--- src/hdl/dncd_pkg.sv ---
// shared types, constants and helper functions for the day number to date pipeline
// no dependencies
package dncd_pkg;

    // valid input range, both bounds lie outside it
    localparam logic [21:0] C_DN_LOW  = 22'd365;
    localparam logic [21:0] C_DN_HIGH = 22'd3652500;

    // year estimate: floor(4*dn/1461) through a floor reciprocal and one correction
    localparam int          C_YEAR_SHIFT = 35;
    localparam logic [24:0] C_YEAR_MUL   = 25'd23517959;
    localparam logic [10:0] C_DAYS_4Y    = 11'd1461;

    // n/100 = (n*5243) >> 19, exact for every 14-bit year
    localparam int          C_DIV100_SHIFT = 19;
    localparam logic [12:0] C_DIV100_MUL   = 13'd5243;

    localparam logic [8:0] C_DAYS_YEAR = 9'd365;
    localparam logic [8:0] C_DAYS_LEAP = 9'd366;
    localparam logic [8:0] C_JAN_FEB   = 9'd59;

    // days before the first of each month in a common year
    localparam logic [8:0] C_MONTH_CUM [12] = '{
        9'd0,   9'd31,  9'd59,  9'd90,  9'd120, 9'd151,
        9'd181, 9'd212, 9'd243, 9'd273, 9'd304, 9'd334
    };

    typedef logic signed [23:0] t_doy;

    // year and day of year travelling between stages
    typedef struct packed {
        logic       valid;
        logic       blank;
        logic [13:0] year;
        logic [7:0]  cent;
        logic [6:0]  rem;
        logic [1:0]  yoff;
        t_doy        doy;
    } t_ydoy;

    // gregorian leap test of (cent*100 + rem + k) for small k
    function automatic logic f_leap(input logic [7:0] cent, input logic [6:0] rem,
                                    input logic [1:0] k);
        logic [7:0] s;
        logic [7:0] rn;
        logic [7:0] cn;
        s = {1'b0, rem} + {6'd0, k};
        if (s >= 8'd100) begin
            rn = s - 8'd100;
            cn = cent + 8'd1;
        end else begin
            rn = s;
            cn = cent;
        end
        return (rn == 8'd0) ? (cn[1:0] == 2'b00) : (rn[1:0] == 2'b00);
    endfunction

    // widen a day count to the signed day-of-year width
    function automatic t_doy f_wide(input logic [8:0] d);
        return $signed({15'd0, d});
    endfunction

    // stage word with its valid bit cleared while reset is low
    function automatic t_ydoy f_gate_valid(input t_ydoy a, input logic rst_n);
        t_ydoy b;
        b       = a;
        b.valid = a.valid & rst_n;
        return b;
    endfunction

endpackage

--- src/hdl/dncd_year_est.sv ---
// year estimate and day of year with century correction, four register stages
// depends on dncd_pkg
module dncd_year_est
    import dncd_pkg::*;
(
    input  logic        i_clk,
    input  logic        i_rst_n,
    input  logic        i_valid,
    input  logic [21:0] i_day_number,
    output t_ydoy       o_ydoy
);

    logic        r_s1_valid, r_s2_valid, r_s3_valid;
    logic        r_s1_blank, r_s2_blank, r_s3_blank;
    logic [23:0] r_s1_x;
    logic [13:0] r_s1_q;
    logic [21:0] r_s2_dn, r_s3_dn;
    logic [13:0] r_s2_year, r_s3_year;
    logic [7:0]  r_s3_c100, r_s3_cent;
    t_ydoy       r_s4;

    logic [23:0] n_s1_x;
    logic [48:0] n_s1_prod;
    logic        n_s1_blank;
    logic [24:0] n_s2_rem;
    logic [13:0] n_s2_year;
    logic [13:0] n_s3_ym1;
    logic [26:0] n_s3_c100p, n_s3_centp;
    logic [13:0] n_s4_ym1;
    logic [10:0] n_s4_corr3;
    logic [23:0] n_s4_doy;
    logic [14:0] n_s4_rem;
    t_ydoy       n_s4;

    // stage 1: reciprocal multiply for 4*dn/1461
    always_comb begin
        n_s1_x     = {i_day_number, 2'b00};
        n_s1_prod  = 49'(n_s1_x) * 49'(C_YEAR_MUL);
        n_s1_blank = (i_day_number <= C_DN_LOW) || (i_day_number >= C_DN_HIGH);
    end

    // stage 2: remainder check fixes an estimate that is one low
    always_comb begin
        n_s2_rem  = 25'(r_s1_x) - 25'(r_s1_q) * 25'(C_DAYS_4Y);
        n_s2_year = r_s1_q + 14'(n_s2_rem >= 25'(C_DAYS_4Y));
    end

    // stage 3: centuries of year-1 and of year
    always_comb begin
        n_s3_ym1   = r_s2_year - 14'd1;
        n_s3_c100p = 27'(n_s3_ym1) * 27'(C_DIV100_MUL);
        n_s3_centp = 27'(r_s2_year) * 27'(C_DIV100_MUL);
    end

    // stage 4: day of year and the year's offset within its century
    always_comb begin
        n_s4_ym1   = r_s3_year - 14'd1;
        n_s4_corr3 = (11'(r_s3_c100) + 11'd1) * 11'd3;
        n_s4_doy   = 24'(r_s3_dn) - 24'(r_s3_year) * 24'(C_DAYS_YEAR)
                   - 24'(n_s4_ym1[13:2]) + 24'(n_s4_corr3[10:2]);
        n_s4_rem   = 15'(r_s3_year) - 15'(r_s3_cent) * 15'd100;
        n_s4.valid = r_s3_valid;
        n_s4.blank = r_s3_blank;
        n_s4.year  = r_s3_year;
        n_s4.cent  = r_s3_cent;
        n_s4.rem   = n_s4_rem[6:0];
        n_s4.yoff  = 2'd0;
        n_s4.doy   = $signed(n_s4_doy);
    end

    // valid chain
    always_ff @(posedge i_clk) begin
        if (!i_rst_n) begin
            r_s1_valid  <= 1'b0;
            r_s2_valid  <= 1'b0;
            r_s3_valid  <= 1'b0;
        end else begin
            r_s1_valid  <= i_valid;
            r_s2_valid  <= r_s1_valid;
            r_s3_valid  <= r_s2_valid;
        end
    end

    // payload
    always_ff @(posedge i_clk) begin
        r_s1_x     <= n_s1_x;
        r_s1_q     <= n_s1_prod[C_YEAR_SHIFT +: 14];
        r_s1_blank <= n_s1_blank;
        r_s2_dn    <= r_s1_x[23:2];
        r_s2_year  <= n_s2_year;
        r_s2_blank <= r_s1_blank;
        r_s3_dn    <= r_s2_dn;
        r_s3_year  <= r_s2_year;
        r_s3_blank <= r_s2_blank;
        r_s3_c100  <= n_s3_c100p[C_DIV100_SHIFT +: 8];
        r_s3_cent  <= n_s3_centp[C_DIV100_SHIFT +: 8];
    end

    // stage 4 register, only the valid bit is reset
    always_ff @(posedge i_clk) begin
        r_s4 <= f_gate_valid(n_s4, i_rst_n);
    end

    assign o_ydoy = r_s4;

endmodule

--- src/hdl/dncd_year_fix.sv ---
// two register stages that step the year forward while the day of year overruns it
// depends on dncd_pkg
module dncd_year_fix
    import dncd_pkg::*;
(
    input  logic  i_clk,
    input  logic  i_rst_n,
    input  t_ydoy i_ydoy,
    output t_ydoy o_ydoy
);

    t_ydoy r_s5, r_s6;
    t_ydoy n_s5, n_s6;

    // one forward step: subtract this year's length when the day overruns it
    function automatic t_ydoy f_fix(input t_ydoy a);
        t_ydoy      b;
        logic [8:0] ylen;
        b    = a;
        ylen = f_leap(a.cent, a.rem, a.yoff) ? C_DAYS_LEAP : C_DAYS_YEAR;
        if (a.doy > f_wide(ylen)) begin
            b.doy  = a.doy - f_wide(ylen);
            b.year = a.year + 14'd1;
            b.yoff = a.yoff + 2'd1;
        end
        return b;
    endfunction

    always_comb begin
        n_s5 = f_fix(i_ydoy);
        n_s6 = f_fix(r_s5);
    end

    // stage registers, valid bits reset
    always_ff @(posedge i_clk) begin
        r_s5 <= f_gate_valid(n_s5, i_rst_n);
        r_s6 <= f_gate_valid(n_s6, i_rst_n);
    end

    assign o_ydoy = r_s6;

endmodule

--- src/hdl/dncd_month.sv ---
// leap day fold and month lookup, two register stages ending in the result registers
// depends on dncd_pkg
module dncd_month
    import dncd_pkg::*;
(
    input  logic        i_clk,
    input  logic        i_rst_n,
    input  t_ydoy       i_ydoy,
    output logic        o_valid,
    output logic [13:0] o_year,
    output logic [3:0]  o_month,
    output logic [4:0]  o_day
);

    logic        r_s7_valid, r_s7_blank, r_s7_leapday;
    logic [13:0] r_s7_year;
    t_doy        r_s7_doy;
    logic        r_valid;
    logic [13:0] r_year;
    logic [3:0]  r_month;
    logic [4:0]  r_day;

    logic        n_s7_leap, n_s7_leapday;
    t_doy        n_s7_doy;
    logic [3:0]  n_month;
    t_doy        n_dfull;

    // stage 7: take out 29 february in a leap year
    always_comb begin
        n_s7_leap    = f_leap(i_ydoy.cent, i_ydoy.rem, i_ydoy.yoff);
        n_s7_doy     = i_ydoy.doy;
        n_s7_leapday = 1'b0;
        if (n_s7_leap && (i_ydoy.doy > f_wide(C_JAN_FEB))) begin
            n_s7_doy     = i_ydoy.doy - 24'sd1;
            n_s7_leapday = (n_s7_doy == f_wide(C_JAN_FEB));
        end
    end

    // stage 8: month from the cumulative month starts, then day of month
    always_comb begin
        n_month = 4'd1;
        for (int k = 1; k < 12; k++) begin
            if (r_s7_doy > f_wide(C_MONTH_CUM[k])) begin
                n_month = n_month + 4'd1;
            end
        end
        n_dfull = r_s7_doy - f_wide(C_MONTH_CUM[n_month - 4'd1])
                + $signed({23'd0, r_s7_leapday});
    end

    // valid bits
    always_ff @(posedge i_clk) begin
        if (!i_rst_n) begin
            r_s7_valid <= 1'b0;
            r_valid    <= 1'b0;
        end else begin
            r_s7_valid <= i_ydoy.valid;
            r_valid    <= r_s7_valid;
        end
    end

    // payload, out-of-range requests give all zero
    always_ff @(posedge i_clk) begin
        r_s7_blank   <= i_ydoy.blank;
        r_s7_year    <= i_ydoy.year;
        r_s7_doy     <= n_s7_doy;
        r_s7_leapday <= n_s7_leapday;
        if (r_s7_blank) begin
            r_year  <= 14'd0;
            r_month <= 4'd0;
            r_day   <= 5'd0;
        end else begin
            r_year  <= r_s7_year;
            r_month <= n_month;
            r_day   <= n_dfull[4:0];
        end
    end

    assign o_valid = r_valid;
    assign o_year  = r_year;
    assign o_month = r_month;
    assign o_day   = r_day;

endmodule

--- src/hdl/day_number_to_calendar_date.sv ---
// top level: day number to gregorian year, month and day; uses dncd_pkg and the three stage groups
// path: a request passes stages s1 to s4, s5, s6, s7 and the result registers before its result strobe
// throughput: one request per cycle, set by the eight-stage pipeline; busy never rises
// reset: synchronous active low, clears only the valid bits of the pipeline
// results are strobed for one cycle, the receiver cannot stall
module day_number_to_calendar_date
    import dncd_pkg::*;
(
    input  logic        i_clk,
    input  logic        i_rst_n,
    input  logic        start,
    output logic        busy,
    input  logic [21:0] i_day_number,
    output logic        o_valid,
    output logic [13:0] o_year,
    output logic [3:0]  o_month,
    output logic [4:0]  o_day
);

    t_ydoy w_est, w_fix;

    // a new request may enter every cycle
    assign busy = 1'b0;

    // year estimate and day of year
    dncd_year_est u_est (
        .i_clk        (i_clk),
        .i_rst_n      (i_rst_n),
        .i_valid      (start),
        .i_day_number (i_day_number),
        .o_ydoy       (w_est)
    );

    // year correction steps
    dncd_year_fix u_fix (
        .i_clk   (i_clk),
        .i_rst_n (i_rst_n),
        .i_ydoy  (w_est),
        .o_ydoy  (w_fix)
    );

    // month and day
    dncd_month u_month (
        .i_clk   (i_clk),
        .i_rst_n (i_rst_n),
        .i_ydoy  (w_fix),
        .o_valid (o_valid),
        .o_year  (o_year),
        .o_month (o_month),
        .o_day   (o_day)
    );

    // every result strobe traces back to an earlier request on start
    a_latency: assert property (@(posedge i_clk) disable iff (!i_rst_n)
        o_valid |-> $past(start, 8))
        else $error("result strobe without a request eight cycles before");

    // a zero month comes only with a zero date
    a_blank: assert property (@(posedge i_clk) disable iff (!i_rst_n)
        (o_valid && (o_month == 4'd0)) |-> ((o_year == 14'd0) && (o_day == 5'd0)))
        else $error("partial zero date");

    // an in-range date has a real year and month
    a_range: assert property (@(posedge i_clk) disable iff (!i_rst_n)
        (o_valid && (o_month != 4'd0)) |-> ((o_year != 14'd0) && (o_month <= 4'd12)))
        else $error("in-range date with bad year or month");

endmodule
--- config.mk ---
export PLATFORM = sky130hd
export DESIGN_NAME = day_number_to_calendar_date
export DESIGN_NICKNAME = d
export VERILOG_FILES = /design/src/hdl/dncd_pkg.sv /design/src/hdl/dncd_year_est.sv /design/src/hdl/dncd_year_fix.sv /design/src/hdl/dncd_month.sv /design/src/hdl/day_number_to_calendar_date.sv
export SDC_FILE = /design/constraint.sdc
export NUM_CORES = 2
export LEC_CHECK = 0
export ABC_AREA = 1
export BUFFER_PORTS_ARGS = -buffer_cell sky130_fd_sc_hd__buf_2
export CORE_ASPECT_RATIO = 1.75
export CORE_MARGIN = 3
export CORE_UTILIZATION = 41
export CTS_CLUSTER_SIZE = 8
export DETAILED_ROUTE_END_ITERATION = 10
export PLACE_DENSITY = 0.61
export REMOVE_ABC_BUFFERS = 1
export SLEW_MARGIN = 40
export SYNTH_ARGS = -nofsm -noshare
export SYNTH_HDL_FRONTEND = slang
export SYNTH_SLANG_ARGS = --single-unit
--- constraint.sdc ---
create_clock -name i_clk -period 9.3 [get_ports i_clk]
set_input_delay 0 -clock i_clk [delete_from_list [all_inputs] [get_ports i_clk]]
set_output_delay 0 -clock i_clk [all_outputs]
set_load 0.1 [all_outputs]
# ---- After elaboration in Yosys (flattened, before gate mapping)
# Memories as Yosys holds them, arrays and structs flattened.
# Cells that the tools add are included.
dict set report totals {
  ff_bits 345
  romBits 144
  inputBits 25
  out_inout_bits 25
  elab_cells 154
  mem_count 1
}
dict set report op_classes {
  addsub 36
  mul 7
  order_cmp 21
  eq_ne 1
  mux 29
  n_bitwise 4
  n_reduce_logical 11
}
# memory depth word_bits read_ports rd_clocked_by_memory_dff wr line_no
set memory_table {}
lappend memory_table {{(no name shown)} 16 9 1 0 0 dncd_month.sv:47} ;# n_dfull = r_s7_doy - f_wide(C_MONTH_CUM[n_month - 4'd1])
# operator count
set op_table {}
lappend op_table {{$gt 24x9->1 const B} 4}
lappend op_table {{$gt 24x10->1 const B} 3}
lappend op_table {{$mul 14x13->27 const B} 2}
lappend op_table {{$gt 24x10->1} 2}
lappend op_table {{$gt 24x7->1 const B} 2}
lappend op_table {{$gt 24x8->1 const B} 2}
lappend op_table {{$mux 24} 2}
lappend op_table {{$sub 24x10->24} 2}
lappend op_table {{$mul 22x25->47 const B} 1}
lappend op_table {{$mux 4} 10}
lappend op_table {{$add 4x1->4 const B} 9}
lappend op_table {{$add 14x1->14 const B} 2}
lappend op_table {{$mux 14} 2}
lappend op_table {{$sub 14x1->14 const B} 2}
lappend op_table {{$ge 25x11->1 const B} 1}
lappend op_table {{$mul 14x11->25 const B} 1}
lappend op_table {{$mux 25} 1}
lappend op_table {{$sub 24x25->25} 1}
lappend op_table {{$add 24x9->24} 1}
lappend op_table {{$eq 24x7->1 const B} 1}
lappend op_table {{$gt 24x6->1 const B} 1}
lappend op_table {{$logic_not 8->1} 3}
lappend op_table {{$mux 8} 3}
lappend op_table {{$sub 22x23->24} 1}
lappend op_table {{31 further kinds} 50}

# ---- Longest topological paths before layout
dict set report depth {
  depth_word 29
  mapped_depth 57
  ltp_nobuf 57
}

# ---- Modules after synthesis
# A second synthesis with hierarchy kept.
dict set report unflattened {
  cells_unflattened 5106
  area_unflattened_um2 42026.6
}
# module instances cells_each area_each_um2 seq_area_each_um2
set modules_own_cells {}
lappend modules_own_cells {dncd_year_est 1 3497 31288.8 3663.5}
lappend modules_own_cells {dncd_year_fix 1 902 6147.1 2282.2}
lappend modules_own_cells {dncd_month 1 705 4579.4 1301.2}
lappend modules_own_cells {day_number_to_calendar_date 1 2 11.3 0.0}

# ---- Least setup slack after synthesis
# No wires, ideal clock.
dict set report synth_path {
  path_kind {register to register}
  start {register u_month.r_s7_doy[23]}
  end {register u_month.r_day[4] (netlist: u_month.o_day[4])}
  arrival_time_ns 7.462
  required_ns 9.185
  setup_slack_ns 1.723
  stages_incl_launch_ff 52
  period_less_slack_ns 7.577
  cell_sequence {dfxtp_1 nor2_1 nand2_1 nor2_2 nand2_1 o21ai_0 inv_1 fa_1 inv_1 nand4_1 nand2_2 inv_1 ha_1 or2_2 nand3_1 nand3_1 nand2_1 inv_1 (+16 left out) ha_1 inv_1 o21ai_1 nand3_1 nand2_2 nand2_1 o21ai_0 ha_1 inv_1 ha_1 inv_1 fa_1 o21bai_1 a21oi_1 xor2_1 nand3_1 nand2_1 nor2_1}
}
dict set report synth_via {
  elab_chain_len 29
}
# element line_no
set synth_lines {}
lappend synth_lines {{start: declaration} dncd_month.sv:17} ;# t_doy r_s7_doy;
lappend synth_lines {{start signal: assignment} dncd_month.sv:66} ;# r_s7_doy <= n_s7_doy;
lappend synth_lines {{$gt 24x6->1} dncd_month.sv:43} ;# if (r_s7_doy > f_wide(C_MONTH_CUM[k])) begin
lappend synth_lines {{$mux 2} dncd_month.sv:43}
lappend synth_lines {{$add 2x1->3} dncd_month.sv:44} ;# n_month = n_month + 4'd1;
lappend synth_lines {{$mux 4} dncd_month.sv:43}
lappend synth_lines {{$add 4x1->4} dncd_month.sv:44}
lappend synth_lines {{$mux 4} dncd_month.sv:43}
lappend synth_lines {{$add 4x1->4} dncd_month.sv:44}
lappend synth_lines {{$mux 4} dncd_month.sv:43}
lappend synth_lines {{(+12 left out)} n/a}
lappend synth_lines {{$add 4x1->4} dncd_month.sv:44}
lappend synth_lines {{$mux 4 *} dncd_month.sv:43}
lappend synth_lines {{$sub 4x1->4 *} dncd_month.sv:47}
lappend synth_lines {{$not 4->5 (implied by the code) *} dncd_month.sv:47}
lappend synth_lines {{$mem_v2 16x9 *} n/a}
lappend synth_lines {{$mux 5 (implied by the code) * (2 in a row)} dncd_month.sv:47}
lappend synth_lines {{$sub 5x5->5 *} dncd_month.sv:47}
lappend synth_lines {{$add 5x2->5 *} dncd_month.sv:48} ;# + $signed({23'd0, r_s7_leapday});
lappend synth_lines {{end signal: assignment} dncd_month.sv:75} ;# r_day <= n_dfull[4:0];
lappend synth_lines {{end: declaration} dncd_month.sv:21} ;# logic [4:0] r_day;
# Every way passes the cells marked *; elsewhere a longest branch is shown, timed or not. The select of a mux whose other input is x is not followed.
# A chain may end at the register's enable or synchronous reset.

# ---- Final worst setup path
# Ends and elaborated chain as after synthesis.

==> out/metrics.csv <==
stage,metric,value,unit
drt,first_pass_iters,5,
worst_hold_path,whs_path_depth,2,
drt,postRouteAntennaNets,0,
clocking,cts_tree,built,
synthesis,synth_largest_area_cell,fa_1,
synthesis,yosysUniqueCellTypes,53,
sta,tightest_slew,0.8229,ns
synthesis,synth_most_common_cell,inv_1,
synthesis,synthCells,4003,
critical_path,critPathArrivalTime,8.85,ns
critical_path,cp_slowest_stage_delay,0.52,ns
sta,setup_viol,0,
floorplan,die-area,0.09359,mm^2
clocking,clkSinkCount,340,
critical_path,end_kind,register,
sta,period_share,90.11,%
drt,drt_iter0_markers,834,
drt,wire_per_inst,16.33,um
place,hpwl,76650,um
synthesis,yosys-top-cells-count,"inv_1 (1014), ha_1 (665), fa_1 (493)",
critical_path,cp_data_required_time,9.77,ns
sta,clock_skew,0.03851,ns
sta,max_freq,119.3,MHz
synthesis,synth_edf_count,0,
synthesis,syn_area_per_cell,9.199,um^2
outcome,status,finished clean,
clocking,clk_pin_slew,0.05,ns
global_route,grt_pass1_vias,28195,
synthesis,synth_top_cell_area_share,26.80,%
floorplan,start_util,41.54,%
clocking,ctsLongestPathBuffers,3,
worst_hold_path,min_path_type,primary input to register,
drt,avgViaCountPerCell,4.823,
critical_path,worstPathMaxFanout,8,
cells_and_area,fill_cells,8646,
cells_and_area,final_nets,5300,
cells_and_area,area_growth,8.892,%
cells_and_area,multi_input_area,0.02611,mm^2
synthesis,synth-warning-count,0,
floorplan,die_x,232.5,um
global_route,antenna_found_initial,0,
global_route,grt_pass1_wl,139200,um
sta,slew_headroom,44.99,%
global_route,grtUsageTotal,19.08,%
critical_path,path_depth,52,
critical_path,cpLargestDelayFamily,simple AND/OR/NAND/NOR gates,
drt,routed_wl,86390,um
cells_and_area,antenna_cells,0,
floorplan,io_pins,50,
cells_and_area,drive_above_1_share,4.415,%
critical_path,critical_path_class,register to register,
sta,setup-tns-final,0,ns
place,numPortBuffers,48,
synthesis,synthesis.area,0.03682,mm^2
sta,grt_setup_unrepaired,no,
synthesis,yosys_register_bits,340,
critical_path,start_kind,register,
critical_path,reg2reg_depth,52,
sta,period_minus_slack,8.381,ns
global_route,overflow,0,
job,max-cap-violations,0,
clocking,htreeDepth,2,
critical_path,cp_slowest_cell,fa_1,
clocking,clk_latency,0.58,ns
critical_path,crit_path_frequent_cell,inv_1,
drt,vias,25513,
global_route,grt_max_degree,22,
synthesis,yosysSeqAreaShare,18.48,%
synthesis,async_flop_share,0,%
place,gp_routability_congestion,0.9798,
synthesis,ys_top_cells_by_area,"fa_1 (27%), ha_1 (23%), dfxtp_1 (18%), inv_1 (10%), nand2_1 (4.1%)",
floorplan,rows,144,
sta,slew_viol_final,0,
cells_and_area,regArea,0.006807,mm^2
synthesis,yosys_most_used_dff,dfxtp_1,
drt,drcViolationCount,0,
critical_path,cp_num_buf_inv,11,
clocking,root_buffer,clkbuf_16,
clocking,cts-buffers-inserted,49,
floorplan,die_y,402.5,um
floorplan,core-area,0.08865,mm^2
sta,finalHoldViolations,0,
## layout by cell type, fill, tap and decap left out, types with 48 or more instances in the layout
cell type | Yosys | layout
nand3_1 | 130 | 130
o21ai_0 | 92 | 91
buf_2 | 4 | 48
nor2_1 | 224 | 224
ha_1 | 665 | 665
fa_1 | 493 | 493
clkbuf_16 | 0 | 49
nand2_1 | 403 | 403
xor2_1 | 162 | 161
inv_1 | 1014 | 1014
a21oi_1 | 125 | 125
xnor2_1 | 71 | 71
dfxtp_1 | 340 | 340
## metrics by stage
stage / util [%] / hold slack, ns / setup slack, ns / cells / area, um^2
after floorplan: - / 0.02772 / 1.716 / 3988 / 36760
after global placement: 43.43 / 0.1876 / 0.7960 / 5209 / 38500
after detailed placement: 43.43 / 0.1978 / 0.6877 / 5209 / 38500
after CTS: 45.22 / 0.1252 / 0.6642 / 5290 / 40090
after global routing: 45.23 / 0.1544 / 0.01145 / 5290 / 40100
final: 45.23 / 0.1563 / 0.9195 / 5290 / 40100
## per-layer routing
layer / GRT usage (%) / up-vias / share of wire, %
met5: 0 / - / 0
li1: - / 12571 / -
met4: 13.03 / 0 / 8.3
met3: 1.293 / 273 / 1.7
met1: 16.15 / 12284 / 31
met2: 40.29 / 385 / 59
## state kept, by name (all words and copies together) (netlist names), 4 cells and up
signal	count
u_est.o_ydoy	47
u_est.r_s1_q	14
u_est.r_s1_x	22
u_est.r_s2_dn	22
u_est.r_s2_year	14
u_est.r_s3_c100	8
u_est.r_s3_cent	5
u_est.r_s3_dn	22
u_est.r_s3_year	14
u_fix.n_s6	11
u_fix.o_ydoy	51
u_fix.r_s5	39
u_month.o_day	5
u_month.o_month	4
u_month.o_year	14
u_month.r_s7_doy	24
u_month.r_s7_year	14
## repair_timing
item,4_1_cts,5_1_grt
hold buffers,25,0
endpoints found under the hold margin,31,0
gates resized for setup,0,2
endpoints found under the setup margin,0,1
buffers inserted,0,0
## cell type report
| cell class | count | area share (%) |
|---|---|---|
| flip-flops and latches | 340 | 16.97 |
| inverters | 1027 | 9.620 |
| well taps | 1168 | 3.645 |
| clock inverters | 5 | 0.2340 |
| clock buffers | 51 | 3.102 |
| multi-input cells | 2621 | 65.11 |
| repair buffers | 78 | 1.317 |
## worst paths after layout
path,start,endpoint,slack [ns]
worst max-delay path,u_month.r_s7_doy[23],u_month.o_day[4],0.92
worst min-delay path,i_day_number[17],u_est.r_s1_x[19],0.16
worst max register to register,u_month.r_s7_doy[23],u_month.o_day[4],0.92
worst min register to register,u_est.r_s2_dn[2],u_est.r_s3_dn[2],0.32
## cells by family after synthesis
kind of cell,after synthesis,synth area share (%)
adder cells (fa/ha/maj),1158,49.40
buffers and inverters,1042,10.65
AND/OR/NAND/NOR,925,11.15
flip-flops,340,18.48
AO/OA/AOI/OAI,303,4.716
XOR/XNOR,234,5.586
other,1,0.01018
Power is left out: the tool's default activity adds up to more than one toggle a clock period on the data nets, which glitch-free logic cannot reach.
